===== config.mk =====
export PLATFORM = sky130hd
export DESIGN_NAME = fte_ctrl
export DESIGN_NICKNAME = d
export VERILOG_FILES = /design/src/rtl/fte_pkg.sv /design/src/rtl/fte_ctrl.sv
export SDC_FILE = /design/constraint.sdc
export NUM_CORES = 1
export LEC_CHECK = 0
export BUFFER_PORTS_ARGS = -buffer_cell sky130_fd_sc_hd__buf_4
export CORE_AREA = 2 2 39 41
export CTS_CLUSTER_DIAMETER = 100
export DETAILED_ROUTE_END_ITERATION = 6
export DIE_AREA = 0 0 41 43
export PLACE_DENSITY = 0.51
export SLEW_MARGIN = 20
export SYNTH_ARGS = -nofsm -noshare
export SYNTH_HDL_FRONTEND = slang
export SYNTH_SLANG_ARGS = --single-unit
export TNS_END_PERCENT = 20

===== constraint.sdc =====
create_clock -name clk -period 1.86 [get_ports clk]
set_clock_uncertainty 0.1 [all_clocks]
set_input_delay 0.093 -clock clk [delete_from_list [all_inputs] [get_ports clk]]
set_output_delay 0.093 -clock clk [all_outputs]
set_load 0.02 [all_outputs]

===== src/rtl/fte_pkg.sv =====
// Shared types and constants for the fan triangulation and edge extraction block.
// No dependencies; used by the controller, datapath and top level.
`default_nettype none

package fte_pkg;

	localparam int FIELD_W        = 24;
	localparam int INDEX_BITS_DEF = 24;
	localparam int EDGE_SLOTS_DEF = 1024;

	typedef enum logic [2:0] {
		S_IDLE,
		S_DISPATCH,
		S_SCAN1,
		S_SCAN2,
		S_EMIT_TRI,
		S_EMIT_E1,
		S_EMIT_E2,
		S_DONE
	} state_t;

	typedef enum logic [1:0] {
		OUT_TRI,
		OUT_E1,
		OUT_E2
	} out_sel_t;

	typedef struct packed {
		logic     accept;
		logic     scan_start;
		logic     scan_run;
		logic     sel_close;
		logic     commit;
		logic     load;
		out_sel_t out_sel;
		logic     finish;
	} cmd_t;

	typedef struct packed {
		logic [1:0] seen;
		logic       last;
		logic       scan_done;
		logic       emit1;
		logic       emit2;
		logic       out_free;
	} status_t;

endpackage

`default_nettype wire


===== src/rtl/fte_ctrl.sv =====
// Controller state machine: sequences accept, the lookups of the new and the closing edge and the result transfers.
// Depends on fte_pkg; talks to fte_datapath through cmd_t and status_t only.
`default_nettype none

module fte_ctrl (
	input  wire logic             clk,
	input  wire logic             arst_n,
	input  wire logic             in_valid,
	output logic                  in_ready,
	input  wire fte_pkg::status_t status,
	output fte_pkg::cmd_t         cmd
);

	fte_pkg::state_t state_q, state_d;

	always_ff @(posedge clk or negedge arst_n) begin
		if (!arst_n)
			state_q <= fte_pkg::S_IDLE;
		else
			state_q <= state_d;
	end

	always_comb begin
		state_d = state_q;
		case (state_q)
			fte_pkg::S_IDLE: begin
				if (in_valid)
					state_d = fte_pkg::S_DISPATCH;
			end
			fte_pkg::S_DISPATCH: begin
				if (status.seen != 2'd0)
					state_d = fte_pkg::S_SCAN1;
				else if (status.last)
					state_d = fte_pkg::S_SCAN2;
				else
					state_d = fte_pkg::S_DONE;
			end
			fte_pkg::S_SCAN1: begin
				if (status.scan_done)
					state_d = status.last ? fte_pkg::S_SCAN2 : fte_pkg::S_EMIT_TRI;
			end
			fte_pkg::S_SCAN2: begin
				if (status.scan_done)
					state_d = fte_pkg::S_EMIT_TRI;
			end
			fte_pkg::S_EMIT_TRI: begin
				if (status.seen != 2'd2 || status.out_free)
					state_d = fte_pkg::S_EMIT_E1;
			end
			fte_pkg::S_EMIT_E1: begin
				if (!status.emit1 || status.out_free)
					state_d = fte_pkg::S_EMIT_E2;
			end
			fte_pkg::S_EMIT_E2: begin
				if (!status.emit2 || status.out_free)
					state_d = fte_pkg::S_DONE;
			end
			fte_pkg::S_DONE: begin
				state_d = fte_pkg::S_IDLE;
			end
			default: begin
				state_d = fte_pkg::S_IDLE;
			end
		endcase
	end

	always_comb begin
		in_ready       = 1'b0;
		cmd            = '0;
		cmd.out_sel    = fte_pkg::OUT_TRI;
		case (state_q)
			fte_pkg::S_IDLE: begin
				in_ready   = 1'b1;
				cmd.accept = in_valid;
			end
			fte_pkg::S_DISPATCH: begin
				cmd.scan_start = (status.seen != 2'd0) || status.last;
			end
			fte_pkg::S_SCAN1: begin
				cmd.scan_run = 1'b1;
				if (status.scan_done) begin
					cmd.commit     = 1'b1;
					// restart the pointer for the closing edge
					cmd.scan_start = status.last;
				end
			end
			fte_pkg::S_SCAN2: begin
				cmd.scan_run  = 1'b1;
				cmd.sel_close = 1'b1;
				cmd.commit    = status.scan_done;
			end
			fte_pkg::S_EMIT_TRI: begin
				cmd.out_sel = fte_pkg::OUT_TRI;
				cmd.load    = (status.seen == 2'd2) && status.out_free;
			end
			fte_pkg::S_EMIT_E1: begin
				cmd.out_sel = fte_pkg::OUT_E1;
				cmd.load    = status.emit1 && status.out_free;
			end
			fte_pkg::S_EMIT_E2: begin
				cmd.out_sel = fte_pkg::OUT_E2;
				cmd.load    = status.emit2 && status.out_free;
			end
			fte_pkg::S_DONE: begin
				cmd.finish = 1'b1;
			end
			default: begin
				in_ready = 1'b0;
			end
		endcase
	end

endmodule

`default_nettype wire


# == Yosys cells after proc, flatten, opt, wreduce, memory -nomap -nowiden ==
# Index checks and enable logic that the tools add are counted.
# totals
register_bits,3
input_bits,10
output_inout_bits,10
wordCells,49
# classes
n_eq_ne,15
n_mux,20
reduce_logical,13
# ops
cell,n
3-bit 2-to-1 mux,9
3-bit one-hot mux with 8 select lines,1
2-bit inequality test (second input constant),7
3-bit == test (second input constant),4
3-bit one-hot mux with 3 select lines,1
1-bit 2-to-1 mux,7
3-bit by 2-bit == test with 1-bit output (second input constant),2
6-bit AND reduction,1
1-bit logical OR,4
1-bit one-hot mux with 2 select lines,2
3-bit by 1-bit == test with 1-bit output (second input constant),1
1-bit logical AND,3
3-bit zero test,1
2-bit == test (second input constant),1
1-bit zero test,2
2-bit nonzero test,1
2-bit OR reduction,1

# == Depth between registers and ports, before layout ==
# logic_depth
ltp_word,4
ltp_mapped,4
ltp_nobuf,4

# == Worst setup path after synthesis ==
# Ideal clock, no wire load.
# synth_path
path_type,reg-to-output
from,register state_q[1]
to,output port cmd[8] (netlist bit)
arrival_time_ns,1.442
required_ns,1.667
path_slack_ns,0.225
path_stages_with_launch,4
path_buffers,1
cell_sequence,dfrtp_1 -> buf_2 -> nor3_1 -> and2_1
# synth_rtl
element,line_no,text
from (decl),fte_ctrl.sv:14,"fte_pkg::state_t state_q, state_d;"
from (signal assigned),fte_ctrl.sv:18,state_q <= fte_pkg::S_IDLE;
from (signal assigned),fte_ctrl.sv:20,state_q <= state_d;
to (decl),fte_ctrl.sv:11,output fte_pkg::cmd_t cmd

==> out/qor.txt <==
Root Driver: clkbuf_4
crit path launch: state_q[1]
combinational family with the most area after synthesis: simple AND/OR/NAND/NOR gates
PnR worst setup slack: 219 ps
biggest regs: state_q x3
Max IR drop VDD: 0.559 mV
critical path class: reg -> out
antenna violations before repair: 0
vias in the first global route: 392
final setup fails: 0
routability cong.: 0.780
Boundary Pins: 20
clk_lat worst skew: 240 ps
DP HPWL: 712 microns
Simple-Gate Fraction of Synth Area: 0.393
area leader, netlist: dfrtp_1
Post-Layout Cell Count: 84
total routed wirelength: 1.03 mm
Cells after Synth: 45
Tcrit/Tclk final: 0.882
Arrival @ worst endpoint: 1450 ps
CTS tree: built
ratio of cells with drive above 1 in the final layout: 0.397
vias: 431
post-route ant nets: 0
post-synthesis cell area: 334 sq um
r2r endpoint: state_q[0]
top cells by area, synth: dfrtp_1, o21ai_0, o31ai_4
outcome: completed
Hold Path Class: in -> async
Yosys top cell area share: 0.225
crit path capture: cmd[4]
chip height: 43 microns
Slew Viols, Final: 0
Adder-Cell Fraction of Synth Area: 0
Yosys reg bits: 3
Iter 0 DRT Violations: 13
DR WL/cell: 12.3 microns
RSZ-0062 raised after global routing: false
Synth Area in Compound Gates: 0.326
Biggest register: state_q
WP depth: 4
most common cell after layout, fill and taps aside: buf_4
total gr overflow: 0
max reg flops: 3
Register Area: 76.3 sq um
I/O Buffers: 19
initial core utilization: 0.241
WP buf/inv: 2
CP Cell Sequence: inv_1, nor2_1, and2_1, buf_4
Final Critical Period: 1640 ps
CP endpoint kind: output pin
CTS clk-pin slew, worst paths: 40 ps
largest net degree at the start of global routing: 17
Post-Place Cells: 79
number of core rows: 14
crit-path leading delay family: flip-flops
CTS Buf Count: 3
htree depth: 1
Tightest Pin Transition: 358 ps
startpoint types: flip-flop
xor and xnor fraction of the mapped netlist area: 0
critical path fanouts, max: 16
syn nets: 55
Clock Path Buffers: 2
Max Cap Violations: 0
mux share of post-synthesis cell area: 0
final hold violations: 0
die width: 41 microns
die footprint: 0.00176 sq mm
worst r2r src: state_q[1]
Synth Warn #: 0
setup slack, reg-to-reg: 340 ps
nets: 79
diode count: 0
r2r worst-path depth: 4
highest clock rate: 609 MHz
synthesized area per cell: 7.42 sq um
sequential share of the synthesized area: 0.225
most frequent cells in the layout: buf_4, nor2_1, o21ai_0
core area: 0.00138 sq mm
GR Util All Layers: 0.140
multi-input gate area in the final layout: 240 sq um
relative slew slack: 0.761
global-route wire length before repair: 1.68 mm
final setup TNS: 0 ps
P&R area growth vs syn: 59.9%
Pwr Density: 1650 mW/mm^2
fillcell total: 154
Setup WS pre-CTS: 250 ps
post-DR vias/cell: 5.13
Slowest cell on crit path: dfrtp_2
data required time at the worst endpoint: 1670 ps
DRC viols: 0
synth unique cells: 21
max incr delay on CP: 500 ps
clk sinks: 3
Leak: 0.000246 uW
first-pass detailed-route iteration total: 4
==> report_power, final <==
part | leakage, uW | internal (uW) | switching, uW | total, uW
clock network | 0.0000150 | 80.8 | 39.8 | 121
logic | 0.000196 | 265 | 313 | 578
registers | 0.0000350 | 103 | 77.9 | 181
==> cell families after synthesis <==
family	Yosys count
buffers and inverters	4
DFF	3
and+or+nand+nor	23
AOI/OAI and AO/OA	15
==> area by class of cell <==
| cell class | count | area share |
|---|---|---|
| clock buffers | 4 | 0.0492 |
| inverters | 1 | 0.00703 |
| multi-input cells | 38 | 0.450 |
| flip-flops and latches | 3 | 0.143 |
| well taps | 16 | 0.0375 |
| repair buffers | 22 | 0.314 |
==> worst register-to-register path, cell delays in order, from the launching register on <==
cell     delay, ps
dfrtp_2        490
or4_4          560
o31ai_4         80
o31ai_1        110
o31ai_1         80
==> layer usage <==
layer,up-vias,wire length [microns],global-route usage
li1,217,-,-
met1,193,451,0.194
met2,21,484,0.197
met3,0,97,0.0366
met4,0,0,0.0600
met5,-,0,0
==> Yosys cell counts <==
master	count
a21oi_1	3
a221o_1	1
a22oi_1	1
and2_1	3
and3_1	3
buf_2	3
dfrtp_1	3
inv_1	1
nand2_1	3
nand2b_1	1
nand3b_1	2
nand4b_1	1
nor2_1	5
nor3_1	2
nor4_1	2
o21ai_0	5
o22ai_1	1
o311ai_0	1
o31ai_1	2
o31ai_4	1
or4_4	1
==> how the worst min path moves through the flow <==
stage / start / endpoint / slack (ps)
2_1_floorplan: arst_n / state_q[0] / -300
3_3_place_gp: arst_n / state_q[2] / -210
3_5_place_dp: arst_n / state_q[1] / -220
4_1_cts: arst_n / state_q[2] / 70
5_1_grt: arst_n / state_q[1] / 100
6_report: arst_n / state_q[2] / 80
==> metrics by stage <==
step	hold slack, ps	utilization	power (uW)	area [sq um]
5_1_grt	98.0	0.386	952	534
3_5_place_dp	-218	0.359	759	497
4_1_cts	74.9	0.385	880	533
3_3_place_gp	-213	0.359	757	497
2_1_floorplan	-303	-	548	334
6_report	75.3	0.386	880	534
==> repair_timing <==
| action | 4_1_cts | 5_1_grt |
|---|---|---|
| resized for setup | 0 | 1 |
| hold buffers | 1 | 0 |
| hold endpoints to repair | 3 | 0 |
| buffers inserted | 0 | 0 |
| endpoints found under the setup margin | 0 | 2 |
Power figures use the tool's default switching activity.
